File: src/design/erm_flow.sv
// Flow control: valid bits of the pipeline stages, global advance enable and
// the two-entry output skid buffer. Depends on nothing outside this file.
`default_nettype none

module erm_flow #(
    parameter int N  = 28,
    parameter int DW = 144
) (
    input  wire logic          clk,
    input  wire logic          rst_n,
    input  wire logic          in_valid,
    output logic               in_ready,
    output logic               en,
    input  wire logic [DW-1:0] last_data,
    output logic               out_valid,
    input  wire logic          out_ready,
    output logic [DW-1:0]      out_data
);

    logic [N-1:0]  v_reg, v_next;
    logic          out_valid_reg, out_valid_next;
    logic          spare_valid_reg, spare_valid_next;
    logic [DW-1:0] out_data_reg, spare_data_reg;
    logic          push, load_out;

    assign en       = !v_reg[N-1] || !spare_valid_reg;
    assign in_ready = en;
    assign push     = v_reg[N-1] && !spare_valid_reg;
    assign load_out = out_ready || !out_valid_reg;

    always_comb
    begin
        v_next           = v_reg;
        out_valid_next   = out_valid_reg;
        spare_valid_next = spare_valid_reg;
        if (en)
        begin
            v_next = {v_reg[N-2:0], in_valid};
        end
        if (load_out)
        begin
            if (spare_valid_reg)
            begin
                out_valid_next   = 1'b1;
                spare_valid_next = 1'b0;
            end
            else
            begin
                out_valid_next = push;
            end
        end
        else if (push)
        begin
            spare_valid_next = 1'b1;
        end
    end

    always_ff @(posedge clk or negedge rst_n)
    begin
        if (!rst_n)
        begin
            v_reg           <= '0;
            out_valid_reg   <= 1'b0;
            spare_valid_reg <= 1'b0;
        end
        else
        begin
            v_reg           <= v_next;
            out_valid_reg   <= out_valid_next;
            spare_valid_reg <= spare_valid_next;
        end
    end

    always_ff @(posedge clk)
    begin
        if (load_out)
        begin
            out_data_reg <= spare_valid_reg ? spare_data_reg : last_data;
        end
        else if (push)
        begin
            spare_data_reg <= last_data;
        end
    end

    assign out_valid = out_valid_reg;
    assign out_data  = out_data_reg;

endmodule

`default_nettype wire

File: config.mk
export PLATFORM = sky130hd
export DESIGN_NAME = erm_flow
export DESIGN_NICKNAME = d
export VERILOG_FILES = /design/src/design/erm_flow.sv
export SDC_FILE = /design/constraint.sdc
export NUM_CORES = 1
export LEC_CHECK = 0
export CAP_MARGIN = 25
export CORE_MARGIN = 2
export CORE_UTILIZATION = 36
export CTS_CLUSTER_DIAMETER = 150
export DETAILED_ROUTE_END_ITERATION = 12
export DONT_BUFFER_PORTS = 1
export HOLD_SLACK_MARGIN = 0.15
export PLACE_DENSITY = 0.6
export SLEW_MARGIN = 15
export SYNTH_ARGS = -nofsm -noshare
export SYNTH_HDL_FRONTEND = slang
export SYNTH_SLANG_ARGS = --single-unit
File: constraint.sdc
create_clock -name clk -period 45.5 [get_ports clk]
set_clock_uncertainty 0.15 [all_clocks]
set_input_delay 2.275 -clock clk [delete_from_list [all_inputs] [get_ports clk]]
set_output_delay 2.275 -clock clk [all_outputs]
set_load 0.02 [all_outputs]
# Word-level counts from Yosys, hierarchy flattened
# Cells that the tools add are included.
[op_classes]
n_mux = 4
bitwise = 1
reduce_logical = 8
[ops]
columns = ["cell", "count"]
rows = [
  ["$mux W144", 1],
  ["$logic_not A1 Y1", 3],
  ["$mux W1", 3],
  ["$logic_or A1 B1 Y1", 2],
  ["$reduce_and A2 Y1", 1],
  ["$reduce_bool A2 Y1", 1],
  ["$logic_and A1 B1 Y1", 1],
  ["$not A1 Y1", 1],
]
[word_totals]
regBits = 318
inputBits = 148
output_inout_bits = 147
elab_cells = 18

# Depth between registers and ports, before layout
[depth]
word_depth = 4
ltp_mapped = 4
ltp_nobuf = 2

# Worst setup path before layout
# No wires, ideal clock.
[synth_timing]
path_type = "in2reg"
start = "input out_ready"
end = "register spare_data_reg[0], enable pin"
setup_ps = 852
arrival_ps = 16703
t_required_ps = 44498
path_slack_ps = 27794
cell_stages = 2
n_path_buf = 0
path_cell_list = "nand2b_1 nor3b_1"
[synth_between]
elab_chain_len = 3
[synth_lines]
columns = ["item", "line_no", "text"]
rows = [
  ["start, declared", "16", "input wire logic out_ready,"],
  ["$logic_or A1 B1 Y1", "29", "assign load_out = out_ready || !out_valid_reg;"],
  ["$not A1 Y1 (no line)", "--", ""],
  ["$reduce_and A2 Y1 (no line)", "--", ""],
  ["end signal, assigned", "82", "spare_data_reg <= last_data;"],
  ["end, declared", "23", "logic [DW-1:0] out_data_reg, spare_data_reg;"],
]
# No other way between the ends.
# A chain may end at the register's enable or synchronous reset.

# Worst setup path after layout
[layout_timing]
start = "register spare_valid_reg"
end = "output en"
[layout_between]
elab_chain_len = 2
[layout_lines]
columns = ["item", "line_no", "text"]
rows = [
  ["start, declared", "22", "logic spare_valid_reg, spare_valid_next;"],
  ["start signal, assigned", "70", "spare_valid_reg <= spare_valid_next;"],
  ["$logic_not A1 Y1", "26", "assign en = !v_reg[N-1] || !spare_valid_reg;"],
  ["$logic_or A1 B1 Y1", "26", ""],
  ["end, declared", "13", "output logic en,"],
]
# No other way between the ends.

==> metrics.md <==
| Metric | Value |
|---|---|
| Measured slew at the worst slew-check pin | `1014 ps` |
| Total die area | `33410 sq um` |
| Startpoint types | `register` |
| Cell leakage power | `0.004351 uW` |
| Synth Area in Simple Gates | `0.3045%` |
| Setup CP Type | `reg -> out` |
| Most common cell after layout, fill and taps aside | `edfxtp_1` |
| Syn Nets | `664` |
| Post-synthesis cell type count | `11` |
| Floorplan Core Area | `31470 sq um` |
| Final min period | `4970 ps` |
| PwrDens | `67.74 nW/um^2` |
| Reg2reg setup slack | `42650 ps` |
| Vias/cell | `4.841` |
| Setup Buffers After CTS | `0` |
| Gr usage total | `12.02%` |
| First-pass GRT wire length | `31110 um` |
| DRT iter0 DRCs | `345` |
| Layout cells sized above 1 | `39.25%` |
| CP max stage delay | `1010 ps` |
| Register area share after synthesis | `81.69%` |
| Chip width | `182.8 um` |
| VDD IR max | `0.00003992 V` |
| Final Hold Fails | `0` |
| Antenna-violating nets left | `0` |
| Final Non-Filler Cells | `965` |
| Placed instance count | `903` |
| Register bit total from synthesis | `318` |
| Mapped Cells | `516` |
| CTS tree | `built` |
| Most frequent cells in the layout | `288 x edfxtp_1, 163 x mux2_2, 35 x clkbuf_16` |
| Hold Path Depth | `1` |
| Critical Path AT | `2540 ps` |
| Clock Tree Buf Depth | `3` |
| Starting Density | `36.56%` |
| DR DRC count | `0` |
| CTS H-Tree Depth | `2` |
| Root Driver | `clkbuf_16` |
| Critical path peak fanout | `72` |
| Status | `completed` |
| Number of max-cap violations | `0` |
| Adder-Cell Fraction of Synth Area | `0%` |
| CP max-delay cell | `dfrtp_4` |
| Die Ht | `182.8 um` |
| Largest family of logic cells by synthesized area | `multiplexers` |
| Hold Startpoint | `v_reg[26]$_DFFE_PN0P_` |
| HP Class | `reg -> reg` |
| Largest net degree at the start of global routing | `145` |
| Final design utilization | `41.41%` |
| Hold Path Sink | `v_reg[27]$_DFFE_PN0P_` |
| FMAX | `0.2012 GHz` |
| Gp weighted congestion | `0.7226` |
| I/O Pins | `295` |
| Post-cts sizing count | `0` |
| Final setup viols | `0` |
| GRT overflow | `0` |
| Synthesized cell area | `11510 sq um` |
| R2R Path Start | `spare_valid_reg$_DFFE_PN0P_` |
| CTS buffer count | `35` |
| RSZ-0062 raised after global routing | `no` |
| Initial antenna violation count | `0` |
| Post-DP HPWL | `13480 um` |
| Syn Area/Cell | `22.30 sq um` |
| DRT Wirelength | `20870 um` |
| Max-slew headroom | `32.43%` |
| DR vias | `4672` |
| XOR/XNOR Fraction of Synth Area | `0%` |
| Critical Path Sink Type | `output port` |
| Post-synthesis mux area share | `16.74%` |
| Worst skew pair latency | `500 ps` |
| Area delta synth->final | `13.27%` |
| Synth Warn # | `0` |
| Final TNS setup | `0 ps` |
| Port Buf Inserts | `0` |
| Post-synthesis compound-gate area fraction | `0%` |
| Crit share post-route | `10.92%` |
| Power Total | `882.8 uW` |
| Drt first pass iters | `4` |
| Routed len/inst | `21.62 um` |
| Final net count | `686` |
| Ant. Diodes | `0` |
| R2r endpoint | `out_data[5]$_DFFE_PP_` |
| Row count | `65` |
| Crit-path cells | `nand2_1 -> buf_4` |
| CTS Sinks | `318` |
| Vias in the first global route | `5096` |
| Reg2reg path depth | `2` |
| Critical Path RT | `43080 ps` |
| Post-CTS Hold Fix Bufs | `0` |
| Max-slew violations | `0` |
| Clock transition at path regs | `60 ps` |
-- Yosys cell counts --
master | count | share of area (%)
buf_2 | 3 | 0.13
buf_4 | 16 | 1.0
buf_6 | 1 | 0.098
dfrtp_1 | 30 | 6.5
edfxtp_1 | 288 | 75
mux2_1 | 8 | 0.78
mux2_2 | 163 | 16
nand2_1 | 2 | 0.065
nand2b_1 | 2 | 0.11
nor2_1 | 2 | 0.065
nor3b_1 | 1 | 0.065
-- power by group --
part / switching (uW) / total, uW / internal (uW) / leakage, uW
clock: 109 / 267 / 159 / 0.000532
sequential: 84.5 / 506 / 421 / 0.00311
combinational: 54.3 / 110 / 55.3 / 0.000709
total: 247 / 883 / 635 / 0.00435
-- critical path, delay by kind of cell (launching register included) --
family,cells,cell delay (ps)
buffers and inverters,1,420
AND/OR/NAND/NOR,1,590
flip-flops,1,1010
-- metal layers --
metal	global-route usage (%)	wire length, um	up-vias
met5	0	0	-
met4	4.416	565	0
met3	5.421	2236	45
met2	19.85	10270	201
met1	13.83	7793	2340
li1	-	-	2086
-- through the flow --
stage | cell area (sq um) | hold slack [ps] | setup slack [ps]
global placement | 11920 | 305.3 | 40920
CTS | 13030 | 330.4 | 40370
floorplan | 11510 | 280.5 | 27790
finish | 13030 | 320.2 | 40530
global route | 13030 | 355.5 | 40270
detailed placement | 11940 | 316.5 | 40950
-- worst max path at each step --
stage | from | endpoint | slack, ps | cells past startpoint
final | spare_valid_reg$_DFFE_PN0P_ | en | 40530 | 2
after global routing | spare_valid_reg$_DFFE_PN0P_ | en | 40270 | 2
after CTS | spare_valid_reg$_DFFE_PN0P_ | en | 40370 | 2
after detailed placement | out_ready | out_data[100]$_DFFE_PP_ | 40950 | 3
after global placement | out_ready | out_data[100]$_DFFE_PP_ | 40920 | 2
after floorplan | out_ready | spare_data_reg[0]$_DFFE_PP_ | 27790 | 2
-- kinds of logic (layout without fill, tap and decap cells) --
family                 count (synthesis)  in the layout
buffers and inverters                 20             67
flip-flops                           318            318
multiplexers                         171            171
AND/OR/NAND/NOR                        7              7
-- area by class of cell --
cell class / instances / area (sq um)
fill: 2707 / 18440
sequential: 318 / 9403
multi-input combinational: 178 / 1973
clock buffer: 40 / 894.6
tap: 402 / 503.0
clock inverter: 22 / 196.4
timing repair buffer: 5 / 62.56
(Power assumes the default switching activity.)
