**config.mk**
```make
export PLATFORM = sky130hd
export DESIGN_NAME = erm_cordic
export DESIGN_NICKNAME = d
export VERILOG_FILES = /design/src/design/erm_pkg.sv /design/src/design/erm_cordic.sv
export SDC_FILE = /design/constraint.sdc
export NUM_CORES = 2
export LEC_CHECK = 0
export CORE_UTILIZATION = 65
export CTS_BUF_LIST = sky130_fd_sc_hd__clkbuf_16
export DETAILED_ROUTE_END_ITERATION = 6
export DONT_BUFFER_PORTS = 1
export GPL_ROUTABILITY_DRIVEN = 0
export HOLD_SLACK_MARGIN = 0.06
export PLACE_DENSITY = 0.8
export SYNTH_ARGS = -nofsm -noshare
export SYNTH_HDL_FRONTEND = slang
export SYNTH_SLANG_ARGS = --single-unit
export TNS_END_PERCENT = 1
```
**constraint.sdc**
```tcl
create_clock -name clk -period 11.91 [get_ports clk]
set_input_delay 2.382 -clock clk [delete_from_list [all_inputs] [get_ports clk]]
set_output_delay 2.382 -clock clk [all_outputs]
set_load 0.05 [all_outputs]
```
**src/design/erm_pkg.sv**
```systemverilog
// Shared types, constants and helper functions for the Euler angle to rotation matrix block.
// Used by every module of the block but erm_flow; depends on nothing.
`default_nettype none

package erm_pkg;

    localparam int IN_W    = 18;
    localparam int OUT_W   = 16;
    localparam int NUM_OUT = 9;
    localparam int CW      = 34;
    localparam int MW      = CW + 1;

    localparam int IN_DATA_W  = 56;
    localparam int OUT_DATA_W = NUM_OUT * OUT_W;

    localparam int ANGLE_RANGE = 131072;

    localparam longint unsigned DEG2RAD_Q40 = 64'd19190098069;
    localparam int D_LO_W = 18;
    localparam int D_HI_W = 17;
    localparam logic [D_HI_W-1:0] D_HI = D_HI_W'(DEG2RAD_Q40 >> D_LO_W);
    localparam logic [D_LO_W-1:0] D_LO = D_LO_W'(DEG2RAD_Q40);

    typedef logic signed [IN_W-1:0]  angle_t;
    typedef logic signed [CW-1:0]    fx_t;
    typedef logic signed [MW-1:0]    sum_t;
    typedef logic [OUT_W-1:0]        coef_t;

    localparam fx_t CORDIC_GAIN = 34'sd652032874;

    typedef struct packed {
        logic neg;
        logic flip;
    } quad_t;

    function automatic fx_t atan_q30(input logic [4:0] idx);
        fx_t v;
        case (idx)
            5'd0:    v = 34'sh03243F6A8;
            5'd1:    v = 34'sh01DAC6705;
            5'd2:    v = 34'sh00FADBAFC;
            5'd3:    v = 34'sh007F56EA6;
            5'd4:    v = 34'sh003FEAB76;
            5'd5:    v = 34'sh001FFD55B;
            5'd6:    v = 34'sh000FFFAAA;
            5'd7:    v = 34'sh0007FFF55;
            5'd8:    v = 34'sh0003FFFEA;
            5'd9:    v = 34'sh0001FFFFD;
            5'd10:   v = 34'sh0000FFFFF;
            5'd11:   v = 34'sh00007FFFF;
            5'd12:   v = 34'sh00003FFFF;
            5'd13:   v = 34'sh00001FFFF;
            5'd14:   v = 34'sh00000FFFF;
            5'd15:   v = 34'sh000007FFF;
            5'd16:   v = 34'sh000003FFF;
            5'd17:   v = 34'sh000001FFF;
            5'd18:   v = 34'sh000000FFF;
            5'd19:   v = 34'sh0000007FF;
            5'd20:   v = 34'sh0000003FF;
            5'd21:   v = 34'sh0000001FF;
            5'd22:   v = 34'sh0000000FF;
            5'd23:   v = 34'sh00000007F;
            5'd24:   v = 34'sh00000003F;
            5'd25:   v = 34'sh00000001F;
            5'd26:   v = 34'sh00000000F;
            5'd27:   v = 34'sh000000007;
            5'd28:   v = 34'sh000000003;
            5'd29:   v = 34'sh000000001;
            default: v = '0;
        endcase
        return v;
    endfunction

    function automatic fx_t mul30(input fx_t a, input fx_t b);
        logic signed [2*CW-1:0] p;
        p = a * b;
        p = p + ((2*CW)'(1) << 29);
        return p[CW+29:30];
    endfunction

endpackage

`default_nettype wire

```
**src/design/erm_cordic.sv**
```systemverilog
// Rotation-mode CORDIC, one iteration per stage, then a stage that restores
// the quadrant signs. Depends on erm_pkg.
`default_nettype none

module erm_cordic #(
    parameter int T = 16
) (
    input  wire logic           clk,
    input  wire logic           en,
    input  wire erm_pkg::fx_t   z,
    input  wire erm_pkg::quad_t quad,
    output erm_pkg::fx_t        sin_o,
    output erm_pkg::fx_t        cos_o
);

    erm_pkg::fx_t   x_reg [T];
    erm_pkg::fx_t   y_reg [T];
    erm_pkg::fx_t   z_reg [T];
    erm_pkg::quad_t q_reg [T];
    erm_pkg::fx_t   sin_reg, cos_reg;

    for (genvar i = 0; i < T; i++)
    begin : g_iter
        erm_pkg::fx_t   xi, yi, zi;
        erm_pkg::quad_t qi;
        erm_pkg::fx_t   x_next, y_next, z_next;

        if (i == 0)
        begin : g_first
            assign xi = erm_pkg::CORDIC_GAIN;
            assign yi = '0;
            assign zi = z;
            assign qi = quad;
        end
        else
        begin : g_rest
            assign xi = x_reg[i-1];
            assign yi = y_reg[i-1];
            assign zi = z_reg[i-1];
            assign qi = q_reg[i-1];
        end

        always_comb
        begin
            if (!zi[erm_pkg::CW-1])
            begin
                x_next = xi - (yi >>> i);
                y_next = yi + (xi >>> i);
                z_next = zi - erm_pkg::atan_q30(5'(i));
            end
            else
            begin
                x_next = xi + (yi >>> i);
                y_next = yi - (xi >>> i);
                z_next = zi + erm_pkg::atan_q30(5'(i));
            end
        end

        always_ff @(posedge clk)
        begin
            if (en)
            begin
                x_reg[i] <= x_next;
                y_reg[i] <= y_next;
                z_reg[i] <= z_next;
                q_reg[i] <= qi;
            end
        end
    end

    always_ff @(posedge clk)
    begin
        if (en)
        begin
            sin_reg <= (q_reg[T-1].neg ^ q_reg[T-1].flip) ? -y_reg[T-1] : y_reg[T-1];
            cos_reg <= q_reg[T-1].flip ? -x_reg[T-1] : x_reg[T-1];
        end
    end

    assign sin_o = sin_reg;
    assign cos_o = cos_reg;

endmodule

`default_nettype wire

```
Word level (Yosys, flattened, before mapping)
Memories as Yosys holds them, arrays and structs flattened.
Index checks and enable logic that the tools add are counted.
{ "totals": {"reg_bits": 68, "ram_bits": 1664, "output_inout_bits": 68, "word_cells": 152, "n_memories": 4} }
{ "memory_table": {"columns": ["memory", "depth", "width", "read_ports", "rd_clocked_by_memory_dff", "wr", "line", "text"], "rows": [
  ["x_reg", 16, 34, 16, 0, 16, "erm_cordic.sv:16", "erm_pkg::fx_t x_reg [T];"],
  ["y_reg", 16, 34, 16, 0, 16, "erm_cordic.sv:17", "erm_pkg::fx_t y_reg [T];"],
  ["z_reg", 16, 34, 15, 0, 16, "erm_cordic.sv:18", "erm_pkg::fx_t z_reg [T];"],
  ["q_reg", 16, 2, 16, 0, 16, "erm_cordic.sv:19", "erm_pkg::quad_t q_reg [T];"]
]} }
{ "op_classes": {"add_sub_neg": 94, "mux": 51, "n_bitwise": 1} }
{ "ops": {"columns": ["op", "count"], "rows": [
  ["two-way mux 34 bit", 49],
  ["adder 34 x 19 -> 34 bit", 2],
  ["adder 34 x 20 -> 34 bit", 2],
  ["adder 34 x 21 -> 34 bit", 2],
  ["adder 34 x 22 -> 34 bit", 2],
  ["adder 34 x 23 -> 34 bit", 2],
  ["adder 34 x 24 -> 34 bit", 2],
  ["adder 34 x 25 -> 34 bit", 2],
  ["adder 34 x 26 -> 34 bit", 2],
  ["adder 34 x 27 -> 34 bit", 2],
  ["adder 34 x 28 -> 34 bit", 2],
  ["adder 34 x 29 -> 34 bit", 2],
  ["adder 34 x 30 -> 34 bit", 2],
  ["adder 34 x 31 -> 34 bit", 2],
  ["adder 34 x 32 -> 34 bit", 2],
  ["adder 34 x 33 -> 34 bit", 2],
  ["negation 34 bit", 2],
  ["subtractor 34 x 19 -> 34 bit", 2],
  ["subtractor 34 x 20 -> 34 bit", 2],
  ["subtractor 34 x 21 -> 34 bit", 2],
  ["subtractor 34 x 22 -> 34 bit", 2],
  ["subtractor 34 x 23 -> 34 bit", 2],
  ["subtractor 34 x 24 -> 34 bit", 2],
  ["subtractor 34 x 25 -> 34 bit", 2],
  ["other kinds (42)", 51]
]} }

Longest topological paths before layout
An unclocked memory read counts as a cell.
{ "logic_depth": {"depth_word": 3, "ltp_mapped": 22} }

Worst setup path after synthesis
No wires, ideal clock.
{ "synth_path": {"path_kind": "input-to-reg", "from": "input z[33]", "to": "memory z_reg[0][32] in the netlist's numbering (data pin)", "setup_time_ps": 262, "arrival_time_ps": 5016, "slack_ps": 6632, "cell_stages": 12, "path_cell_list": "inv_1 ha_1 and2_1 a311o_1 o311a_1 nor4b_1 o41ai_1 nand2_1 o21ai_0 a221oi_1 a21oi_1 xor2_1"} }
{ "synth_lines": {"columns": ["item", "line", "text"], "rows": [
  ["from (decl)", "erm_cordic.sv:10", "input wire erm_pkg::fx_t z,"],
  ["to (decl)", "erm_cordic.sv:18", null]
]} }

==> impl_metrics.env <==
export IMPL_outcome="complete, but fails checks"
export IMPL_violations="DRC, slew limit"
export IMPL_die_h_um=450
export IMPL_drtIter0Drc=10600
export IMPL_dp_slack_ns=6.04
export IMPL_synth_cell_types=87
export IMPL_relSlewSlack_pct=-3.30
export IMPL_vias=106000
export IMPL_synth_area_per_cell_um2=9.60
export IMPL_setup_violations=0
export IMPL_cts_hold_buf=0
export IMPL_drt_wl_total_mm=322
export IMPL_largest_reg_flops=511
export IMPL_worstSetupPathType="flop to flop"
export IMPL_fin_ws_ns=5.87
export IMPL_drt_drc_violations_left=12
export IMPL_avgViaCountPerCell=6.50
export IMPL_slowest_delay_ns=0.90
export IMPL_drv_slew=92
export IMPL_ys_seq_elements=1572
export IMPL_cts_max_path_buffers=3
export IMPL_synth_compound_area_share_pct=19.8
export IMPL_grt_pass1_vias=102000
export IMPL_grt_pass1_wl_mm=515
export IMPL_max_freq_mhz=165
export IMPL_row_count=163
export IMPL_use_met1_pct=39.0
export IMPL_critPathBufInv=0
export IMPL_crit_slowest_cell="nor4b_1"
export IMPL_synthAdderAreaFrac_pct=14.4
export IMPL_min_period_over_period_pct=50.8
export IMPL_synth_area_mm2=0.130
export IMPL_cts_buffers=175
export IMPL_finalSetupTns_ns=0
export IMPL_fin_crit_ns=6.04
export IMPL_syn_to_final_growth_pct=6.97
export IMPL_crit_path_start_kind="flop"
export IMPL_dp_cells=16000
export IMPL_crit_family="compound AO/OA/AOI/OAI gates"
export IMPL_dp_hpwl_mm=246
export IMPL_synth_top_family_by_area="compound AO/OA/AOI/OAI gates"
export IMPL_max_cap_violations=0
export IMPL_crit_arrival_ns=6.63
export IMPL_cp_required_ns=12.49
export IMPL_core_area_mm2=0.198
export IMPL_synth_xor_area_share_pct=12.7
export IMPL_die_area_mm2=0.202
export IMPL_numPortBuffers=0
export IMPL_syn_num_nets=15100
export IMPL_final_cell_mix="edfxtp_1, a21oi_1, ha_1"
export IMPL_grt_use_met3_pct=4.40
export IMPL_fin_nets=15100
export IMPL_start_util_pct=65.7
export IMPL_worst_pin_slew_ns=1.55
export IMPL_clkSinkCount=1572
export IMPL_skew_ns=0.0733
export IMPL_drtAntennaViolNets=0
export IMPL_gr_usage_met2_pct=52.4
export IMPL_finalHoldViolCount=0
export IMPL_netlist_instances=13600
export IMPL_antenna_found_initial=5
export IMPL_cts_root_buf="clkbuf_16"
export IMPL_cts_resized=0
export IMPL_stdcell_count=16400
export IMPL_cts_htree_levels=4
export IMPL_first_pass_iters=7
export IMPL_floorplan_die_width_um=450
export IMPL_end_kind="flop"
export IMPL_top_usage_layer="met2"
export IMPL_min_path_type="flop to flop"
export IMPL_post_cts_buffers=0
export IMPL_synthMuxAreaShare_pct=1.05
export IMPL_cts_tree="done"
export IMPL_yosysSeqAreaShare_pct=36.2
export IMPL_path_clk_slew_ns=0.06
export IMPL_grt_use_total_pct=30.7
export IMPL_pin_count=106
export IMPL_ys_warn_count=0
export IMPL_grt_max_degree=278
export IMPL_synthFlopType="edfxtp_1"
export IMPL_gr_total_overflow=0
export IMPL_wl_per_cell_um=19.7
export IMPL_insertion_delay_ns=0.86
export IMPL_cp_max_fo=6
export IMPL_synthArstFlopShare_pct=0
export IMPL_cp_cell_sequence="nor4_1 > nor4b_1 > and3b_1 > nor2_1 > xnor2_1 > ha_1 > and3_1 > and3b_1 > o21ai_0 > o211ai_1 > o311a_1 > o41ai_1 > o211ai_1 > a31o_2 > a21oi_1 > xnor2_1"
export IMPL_grt_setup_unrepaired="no"
export IMPL_synthSimpleGateAreaFrac_pct=13.5
export IMPL_drive_gt1_share_pct=3.51
export IMPL_synth_enable_flop_cells=1572
export IMPL_layout_commonest_cell="edfxtp_1"
## cells in the mapped netlist, types with 167 or more instances
library cell,count,area [µm²]
edfxtp_1,1572,47200
a21oi_1,1432,7170
ha_1,1432,17900
xnor2_1,1276,11200
nor2_1,1212,4550
nand2_1,724,2720
o21ai_0,631,3160
xor2_1,610,5340
inv_1,594,2230
a21o_1,569,4270
nor3_1,385,1930
nand3_1,264,1320
o21a_1,208,1560
o21bai_1,204,1530
nand2b_1,174,1090
a31oi_1,167,1040
## cells by family after synthesis
logic type / after synthesis
compound gates: 4051
buf+inv: 806
xor+xnor: 1886
mux: 129
simple gates: 3647
fa+ha+maj: 1476
flops: 1572
## per-layer routing
| layer | up-vias | part of all wire, % | wire (µm) |
|---|---|---|---|
| li1 | 50700 | - | - |
| met1 | 50400 | 40 | 130000 |
| met2 | 4436 | 48 | 153000 |
| met3 | 921 | 7.8 | 25200 |
| met4 | 0 | 4.3 | 13800 |
| met5 | - | 0 | 0 |
## area by class of cell
class / count / area (µm²)
flip-flops and latches: 1572 / 47200
well taps: 2640 / 3300
clock inverters: 145 / 1630
repair buffers: 45 / 478
diodes: 3 / 7.51
fillers: 14300 / 58900
multi-input cells: 11200 / 80000
clock buffers: 178 / 4450
inverters: 597 / 2240
## metrics by stage
step / cell area, µm² / hold WS, ns / utilization (%)
final: 139000 / 0.417 / 70.3
after global routing: 139000 / 0.420 / 70.3
after CTS: 139000 / 0.419 / 70.3
after detailed placement: 133000 / 0.405 / 67.2
after global placement: 133000 / 0.402 / 67.2
after floorplan: 130000 / 0.400 / -
## final timing paths
path                  from  cells past startpoint       endpoint  slack (ns)
max          y_reg[0][110]                     16  x_reg[0][168]        5.87
min            q_reg[0][7]                      0    q_reg[0][9]        0.42
max reg2reg  y_reg[0][110]                     16  x_reg[0][168]        5.87
min reg2reg    q_reg[0][7]                      0    q_reg[0][9]        0.42
Power is left out: the tool's default activity adds up to more than one toggle a clock period on the data nets, which glitch-free logic cannot reach.
