===== src/design/erm_pkg.sv =====
// Shared types, constants and helper functions for the Euler angle to rotation matrix block.
// Used by every module of the block but erm_flow; depends on nothing.
`default_nettype none

package erm_pkg;

    localparam int IN_W    = 18;
    localparam int OUT_W   = 16;
    localparam int NUM_OUT = 9;
    localparam int CW      = 34;
    localparam int MW      = CW + 1;

    localparam int IN_DATA_W  = 56;
    localparam int OUT_DATA_W = NUM_OUT * OUT_W;

    localparam int ANGLE_RANGE = 131072;

    localparam longint unsigned DEG2RAD_Q40 = 64'd19190098069;
    localparam int D_LO_W = 18;
    localparam int D_HI_W = 17;
    localparam logic [D_HI_W-1:0] D_HI = D_HI_W'(DEG2RAD_Q40 >> D_LO_W);
    localparam logic [D_LO_W-1:0] D_LO = D_LO_W'(DEG2RAD_Q40);

    typedef logic signed [IN_W-1:0]  angle_t;
    typedef logic signed [CW-1:0]    fx_t;
    typedef logic signed [MW-1:0]    sum_t;
    typedef logic [OUT_W-1:0]        coef_t;

    localparam fx_t CORDIC_GAIN = 34'sd652032874;

    typedef struct packed {
        logic neg;
        logic flip;
    } quad_t;

    function automatic fx_t atan_q30(input logic [4:0] idx);
        fx_t v;
        case (idx)
            5'd0:    v = 34'sh03243F6A8;
            5'd1:    v = 34'sh01DAC6705;
            5'd2:    v = 34'sh00FADBAFC;
            5'd3:    v = 34'sh007F56EA6;
            5'd4:    v = 34'sh003FEAB76;
            5'd5:    v = 34'sh001FFD55B;
            5'd6:    v = 34'sh000FFFAAA;
            5'd7:    v = 34'sh0007FFF55;
            5'd8:    v = 34'sh0003FFFEA;
            5'd9:    v = 34'sh0001FFFFD;
            5'd10:   v = 34'sh0000FFFFF;
            5'd11:   v = 34'sh00007FFFF;
            5'd12:   v = 34'sh00003FFFF;
            5'd13:   v = 34'sh00001FFFF;
            5'd14:   v = 34'sh00000FFFF;
            5'd15:   v = 34'sh000007FFF;
            5'd16:   v = 34'sh000003FFF;
            5'd17:   v = 34'sh000001FFF;
            5'd18:   v = 34'sh000000FFF;
            5'd19:   v = 34'sh0000007FF;
            5'd20:   v = 34'sh0000003FF;
            5'd21:   v = 34'sh0000001FF;
            5'd22:   v = 34'sh0000000FF;
            5'd23:   v = 34'sh00000007F;
            5'd24:   v = 34'sh00000003F;
            5'd25:   v = 34'sh00000001F;
            5'd26:   v = 34'sh00000000F;
            5'd27:   v = 34'sh000000007;
            5'd28:   v = 34'sh000000003;
            5'd29:   v = 34'sh000000001;
            default: v = '0;
        endcase
        return v;
    endfunction

    function automatic fx_t mul30(input fx_t a, input fx_t b);
        logic signed [2*CW-1:0] p;
        p = a * b;
        p = p + ((2*CW)'(1) << 29);
        return p[CW+29:30];
    endfunction

endpackage

`default_nettype wire


===== src/design/erm_prep.sv =====
// Angle preparation: reduction modulo 360 degrees, fold to the right half plane
// and conversion to radians in Q3.30. Seven stages. Depends on erm_pkg.
`default_nettype none

module erm_prep #(
    parameter int AF = 7
) (
    input  wire logic           clk,
    input  wire logic           en,
    input  wire erm_pkg::angle_t a,
    output erm_pkg::fx_t        z,
    output erm_pkg::quad_t      quad
);

    localparam int FULL    = 360 << AF;
    localparam int HALF    = 180 << AF;
    localparam int QTR     = 90 << AF;
    localparam int OFF     = FULL * ((erm_pkg::ANGLE_RANGE + FULL - 1) / FULL);
    localparam int U_W     = $clog2(erm_pkg::ANGLE_RANGE + OFF);
    localparam int SH      = U_W;
    localparam longint RECIP = (longint'(1) << SH) / FULL;
    localparam int RECIP_W = $clog2(RECIP + 1);
    localparam int P_W     = U_W + RECIP_W;
    localparam int R_W     = $clog2(2 * FULL);
    localparam int RN_W    = R_W - 1;
    localparam int M_W     = $clog2(QTR + 1);
    localparam int PH_W    = M_W + erm_pkg::D_HI_W;
    localparam int PL_W    = M_W + erm_pkg::D_LO_W;
    localparam int SUM_W   = M_W + erm_pkg::D_HI_W + erm_pkg::D_LO_W + 1;
    localparam int SHR     = 10 + AF;

    localparam logic [RECIP_W-1:0] RECIP_V = RECIP_W'(RECIP);
    localparam logic [U_W-1:0]     FULL_U  = U_W'(FULL);

    logic [U_W-1:0]   u_reg, u2_reg;
    logic [P_W-1:0]   prod_reg;
    logic [R_W-1:0]   r0_reg;
    logic [RN_W-1:0]  r_reg;
    logic [M_W-1:0]   mag_reg;
    erm_pkg::quad_t   q5_reg, q6_reg, q7_reg;
    logic [PH_W-1:0]  phi_reg;
    logic [PL_W-1:0]  plo_reg;
    erm_pkg::fx_t     z_reg;

    logic [U_W-1:0]   u_next, qf;
    logic [P_W-1:0]   prod_next;
    logic [R_W-1:0]   r0_next;
    logic [RN_W-1:0]  r_next;
    logic [M_W-1:0]   mag_next;
    erm_pkg::quad_t   q5_next;
    logic [SUM_W-1:0] sum;
    erm_pkg::fx_t     z_next;

    always_comb
    begin
        u_next    = U_W'(int'(a) + OFF);
        prod_next = u_reg * RECIP_V;
        qf        = U_W'(prod_reg[P_W-1:SH]) * FULL_U;
        r0_next   = R_W'(u2_reg - qf);
        r_next    = (r0_reg >= R_W'(FULL)) ? RN_W'(r0_reg - R_W'(FULL)) : RN_W'(r0_reg);

        if (r_reg <= RN_W'(QTR))
        begin
            mag_next = M_W'(r_reg);
            q5_next  = '{neg: 1'b0, flip: 1'b0};
        end
        else if (r_reg < RN_W'(HALF))
        begin
            mag_next = M_W'(RN_W'(HALF) - r_reg);
            q5_next  = '{neg: 1'b1, flip: 1'b1};
        end
        else if (r_reg < RN_W'(FULL - QTR))
        begin
            mag_next = M_W'(r_reg - RN_W'(HALF));
            q5_next  = '{neg: 1'b0, flip: 1'b1};
        end
        else
        begin
            mag_next = M_W'(RN_W'(FULL) - r_reg);
            q5_next  = '{neg: 1'b1, flip: 1'b0};
        end

        sum = (SUM_W'(phi_reg) << erm_pkg::D_LO_W) + SUM_W'(plo_reg)
            + (SUM_W'(1) << (SHR - 1));
        z_next = erm_pkg::CW'(sum >> SHR);
    end

    always_ff @(posedge clk)
    begin
        if (en)
        begin
            u_reg    <= u_next;
            u2_reg   <= u_reg;
            prod_reg <= prod_next;
            r0_reg   <= r0_next;
            r_reg    <= r_next;
            mag_reg  <= mag_next;
            q5_reg   <= q5_next;
            phi_reg  <= mag_reg * erm_pkg::D_HI;
            plo_reg  <= mag_reg * erm_pkg::D_LO;
            q6_reg   <= q5_reg;
            z_reg    <= z_next;
            q7_reg   <= q6_reg;
        end
    end

    assign z    = z_reg;
    assign quad = q7_reg;

endmodule

`default_nettype wire


===== config.mk =====
export PLATFORM = sky130hd
export DESIGN_NAME = erm_prep
export DESIGN_NICKNAME = d
export VERILOG_FILES = /design/src/design/erm_pkg.sv /design/src/design/erm_prep.sv
export SDC_FILE = /design/constraint.sdc
export NUM_CORES = 1
export LEC_CHECK = 0
export BUFFER_PORTS_ARGS = -buffer_cell sky130_fd_sc_hd__buf_4
export CORE_MARGIN = 10
export CORE_UTILIZATION = 40
export DETAILED_ROUTE_END_ITERATION = 7
export GPL_TIMING_DRIVEN = 0
export PLACE_DENSITY = 0.63
export SYNTH_ARGS = -nofsm -noshare
export SYNTH_HDL_FRONTEND = slang
export SYNTH_SLANG_ARGS = --single-unit

===== constraint.sdc =====
create_clock -name clk -period 13.4 [get_ports clk]
set_clock_uncertainty 0.05 [all_clocks]
set_input_delay 1.34 -clock clk [delete_from_list [all_inputs] [get_ports clk]]
set_output_delay 1.34 -clock clk [all_outputs]
set_load 0.1 [all_outputs]

## Word level (Yosys, flattened, before mapping)

Index checks and enable logic that the tools add are counted.

| cells by class | value |
|---|---|
| bitwise logic cells | 0 |
| multiplexer cells | 6 |
| $mul | 4 |
| reductions and logical operators | 0 |
| shift-type cells | 0 |
| divide/modulo/power cells | 0 |
| add/sub/neg operators | 8 |
| equality and inequality tests | 0 |
| magnitude comparators | 4 |

Operator list:

| operator | count |
|---|---|
| adder 49 x 31 -> 50 bit | 1 |
| adder 50 x 17 -> 50 bit, second input constant | 1 |
| two-way mux 14 bit | 3 |
| multiplier 14 x 17 -> 31 bit, second input constant | 1 |
| multiplier 14 x 15 -> 29 bit, second input constant | 1 |
| multiplier 19 x 4 -> 23 bit, second input constant | 1 |
| adder 18 x 19 -> 19 bit, second input constant | 1 |
| greater-or-equal comparator 17 x 16 -> 1 bit, second input constant | 1 |
| subtractor 17 bit | 1 |
| <= comparator 16 x 14 -> 1 bit, second input constant | 1 |
| < comparator 16 x 15 -> 1 bit, second input constant | 1 |
| < comparator 16 bit, second input constant | 1 |
| two-way mux 16 bit | 1 |
| subtractor 16 bit, second input constant | 1 |
| subtractor 13 x 14 -> 14 bit, first input constant | 1 |
| subtractor 14 x 13 -> 14 bit, second input constant | 1 |
| subtractor 14 bit, first input constant | 1 |
| multiplier 4 x 6 -> 7 bit, second input constant | 1 |
| two-way mux 2 bit | 2 |

| storage, ports and cells | value |
|---|---|
| bits in latches | 0 |
| flip-flop bits (word level) | 205 |
| output and inout bits | 36 |
| input bits | 20 |
| memory bits (read-only) | 0 |
| memories kept | 0 |
| logic and storage cells | 37 |
| RAM bits | 0 |

## Logic depth before layout (Yosys ltp)

| logic depth | value |
|---|---|
| word-level depth | 4 |
| gate-level depth with buffers | 20 |
| depth with buffers taken out | 20 |

## Least setup slack after synthesis

No wires, ideal clock.

| timing | value |
|---|---|
| kind | register to register |
| from | register mag_reg[9] |
| to | register phi_reg[28], data pin |
| required time | 13170 ps |
| arrival | 5515 ps |
| clock period less this slack | 5745 ps |
| setup time | 180 ps |
| cell stages (with the launch flop) | 17 |
| path buffers | 0 |
| path slack | 7655 ps |
| cell sequence | edfxtp_1 fa_1 fa_1 fa_1 fa_1 inv_1 fa_1 inv_1 fa_1 ha_1 and3_1 and3_1 o211ai_2 a211oi_2 o21ai_2 or4b_1 o311ai_1 |

| between the ends | value |
|---|---|
| word-level cells in the longest chain between the ends | 1 |

RTL lines:

| element | line | source |
|---|---|---|
| from (decl) | erm_prep.sv:39 | `logic [M_W-1:0] mag_reg;` |
| from (signal assigned) | erm_prep.sv:97 | `mag_reg <= mag_next;` |
| multiplier 14 x 15 -> 29 bit | erm_prep.sv:99 | `phi_reg <= mag_reg * erm_pkg::D_HI;` |
| to (signal assigned) | erm_prep.sv:99 |  |
| to (decl) | erm_prep.sv:41 | `logic [PH_W-1:0] phi_reg;` |

Every way passes these cells.
A chain may end at the register's enable or synchronous reset.

## Worst setup path after layout

Ends and elaborated chain as after synthesis.

==> summary.txt <==
CTS
  – CTS tree: done
  – Clk slew on worst S/H paths: ~70 ps
  – CTS Hold Buffers Added: 0
  – Clk_lat worst skew: 440 ps
  – Htree depth: 4
  – Clk root buf: clkbuf_16
  – Clock buffer count from CTS: 17
  – Post-CTS setup buffer count: 0
  – Clock sinks: between 150 and 200
  – CTS Buffer Depth: 2
  – Gates resized, CTS repair: 0

Setup path
  – Reg2Reg Depth: 16
  – RR Endpoint: phi_reg[28]
  – Startpoint class of the critical path: register
  – Flop2flop setup slack: 6950 ps
  – Crit path from: mag_reg[9]
  – Worst EP required: ~14000 ps
  – Critical Path AT: about 6600 ps
  – Worst setup path class: reg2reg
  – Crit path to: phi_reg[28]
  – Worst r2r src: mag_reg[9]
  – CP max FO: 10
  – Crit path capture type: register

Yosys
  – Cell taking the most area after synthesis: edfxtp_1
  – Synth unique cells: 75
  – Synth Instances: 1437
  – Syn nets: ~1900
  – Post-synth EDFFs: 170
  – FF+latch count, synth: 170
  – Ys async rst share: 0
  – Top_reg_cell synth: edfxtp_1
  – Synth warn: 0
  – Top cell type's share of synthesized area: 0.3144
  – Sequential area share after synthesis: 0.3144
  – Syn avg cell area: between 10 and 15 um2
  – Mapped cell area: 16240 um2
  – Synth top area cells: edfxtp_1, ha_1, fa_1

Routing
  – DRC viols: 0
  – WL/cell: between 10 and 15 um
  – DRT Pass-1 Iters: 4
  – Drt initial violations: 467
  – Post-Route WL: 30240 um
  – Vias/cell: roughly 4.9
  – Vias: 10100
  – Routed Antenna Nets: 0

Flow run
  – Max Cap Viol: 0

Cells and area
  – Max reg flops: 33
  – Most frequent cells in the layout: inv_1, ha_1, edfxtp_1
  – Post-route insts no fill: roughly 2000
  – Area grow syn2layout: 10.37%
  – Most common cell after layout, fill and taps aside: inv_1
  – # diodes: 0
  – Final net count: 1962
  – Layout cells sized above 1: 0.07874

Place
  – Placer Congestion: 0.8604
  – Placed cell count: between 2000 and 2500
  – Input/output buffers: 54
  – Hpwl dp: about 25000 um

GRT
  – Most used routing layer: met2
  – Total congestion overflow: 0
  – Met2 Track Usage GR: 0.2294
  – Vias in the first global route: around 11000
  – First-pass GRT wire length: roughly 52000 um
  – Grt met1 use: 0.1522
  – Initial antenna violation count: 0
  – Largest net degree at the start of global routing: ~100
  – Met3 GRT Util: 0.02399
  – All-Layer GR Usage: 0.1279

Timing
  – Hold Fails Final Rpt: 0
  – Setup_tns: 0 ps
  – Final Max Slew Viols: 0
  – Setup Viol. Count Final: 0
  – Post-route clock period utilization: 0.4810
  – Unrepaired setup endpoints after global routing: false
  – Max Clk Rate: ~160 MHz
  – Post-layout min period: 6446 ps
  – Slew HR: 0.4529
  – Hold Slack: ~360 ps
  – Worst-Margin Slew: between 800 and 900 ps

Hold path
  – Hold Crit Class: reg2reg

Floorplan
  – Row count: 73
  – Core region area: between 30000 and 40000 um2
  – Initial Util: 0.4068
  – Die Height: ~220 um
  – Die ar.: 49050 um2
  – Top Ports: 56
  – Die width: ~220 um

Run status
  – Outcome: complete, no violations
## how the worst min path moves through the flow
stage,cells past startpoint,to,from
3_3_place_gp,0,r0_reg[6],u2_reg[6]
3_5_place_dp,0,r0_reg[2],u2_reg[2]
5_1_grt,0,r0_reg[7],u2_reg[7]
6_report,0,r0_reg[2],u2_reg[2]
2_1_floorplan,0,q6_reg[0],q5_reg[0]
4_1_cts,0,r0_reg[2],u2_reg[2]
## final cells by class
| cell class | count | area, um2 |
|---|---|---|
| Inverter | 303 | 1137 |
| Multi-Input combinational cell | 957 | 9956 |
| Sequential cell | 170 | 5105 |
| Clock inverter | 15 | 160.2 |
| Timing Repair Buffer | 55 | 440.4 |
| Clock buffer | 17 | 425.4 |
| Buffer | 7 | 37.54 |
| Tap cell | 525 | 656.9 |
| Fill cell | 3686 | 22000 |
## cells by family (layout without fill, tap and decap cells)
kind of cell,Yosys count,count (layout),synth area share
adder cells (fa/ha/maj),431,431,0.3987
buffers and inverters,310,397,0.07236
AO/OA/AOI/OAI,225,225,0.09526
AND/OR/NAND/NOR,198,198,0.06381
flip-flops,170,170,0.3144
XOR/XNOR,100,100,0.05395
multiplexers,2,2,0.001233
other,1,1,0.0002310
## layer usage
layer / vias to the layer above / part of all wire / wire [um]
met5: - / 0 / 0
met4: 0 / 0.018 / 550
met3: 32 / 0.028 / 856
met2: 122 / 0.52 / 15680
met1: 4899 / 0.43 / 13150
li1: 5050 / - / -
## synthesized netlist by cell type, drive strengths merged, types with 4 or more instances
cell type / number
ha: 287
a211oi: 13
o221ai: 4
xnor2: 60
nand2: 51
a21oi: 71
o211ai: 6
o21bai: 6
nand4: 10
fa: 144
nor2b: 10
a31oi: 5
and4: 4
inv: 303
nor2: 42
xor2: 40
o31ai: 5
and2: 4
o21a: 10
o21ai: 40
buf: 6
a21o: 36
or4: 4
nand2b: 7
nand3: 19
nor3: 12
edfxtp: 170
nor3b: 4
and3: 16
## per-stage QoR
step | area, um2 | setup WS [ps] | utilization
after floorplan | 16240 | 7655 | -
after global placement | 17300 | 7012 | 0.4334
after detailed placement | 17330 | 6974 | 0.4343
after CTS | 17920 | 6941 | 0.4489
after global routing | 17920 | 6655 | 0.4489
final | 17920 | 6954 | 0.4489
## worst max-delay path, cell delays in order (launching register included)
cell and delay [ps]:
edfxtp_1 760, fa_1 640, fa_1 560, fa_1 530, fa_1 540, inv_1 50
fa_1 520, inv_1 50, fa_1 450, ha_1 400, and3_1 230, and3_1 180
o211ai_2 150, a211oi_2 340, o21ai_2 150, or4b_1 490, o311ai_1 120
Power is not shown: default switching activity piles up to over one toggle a cycle in this logic, so the estimate is an artifact.
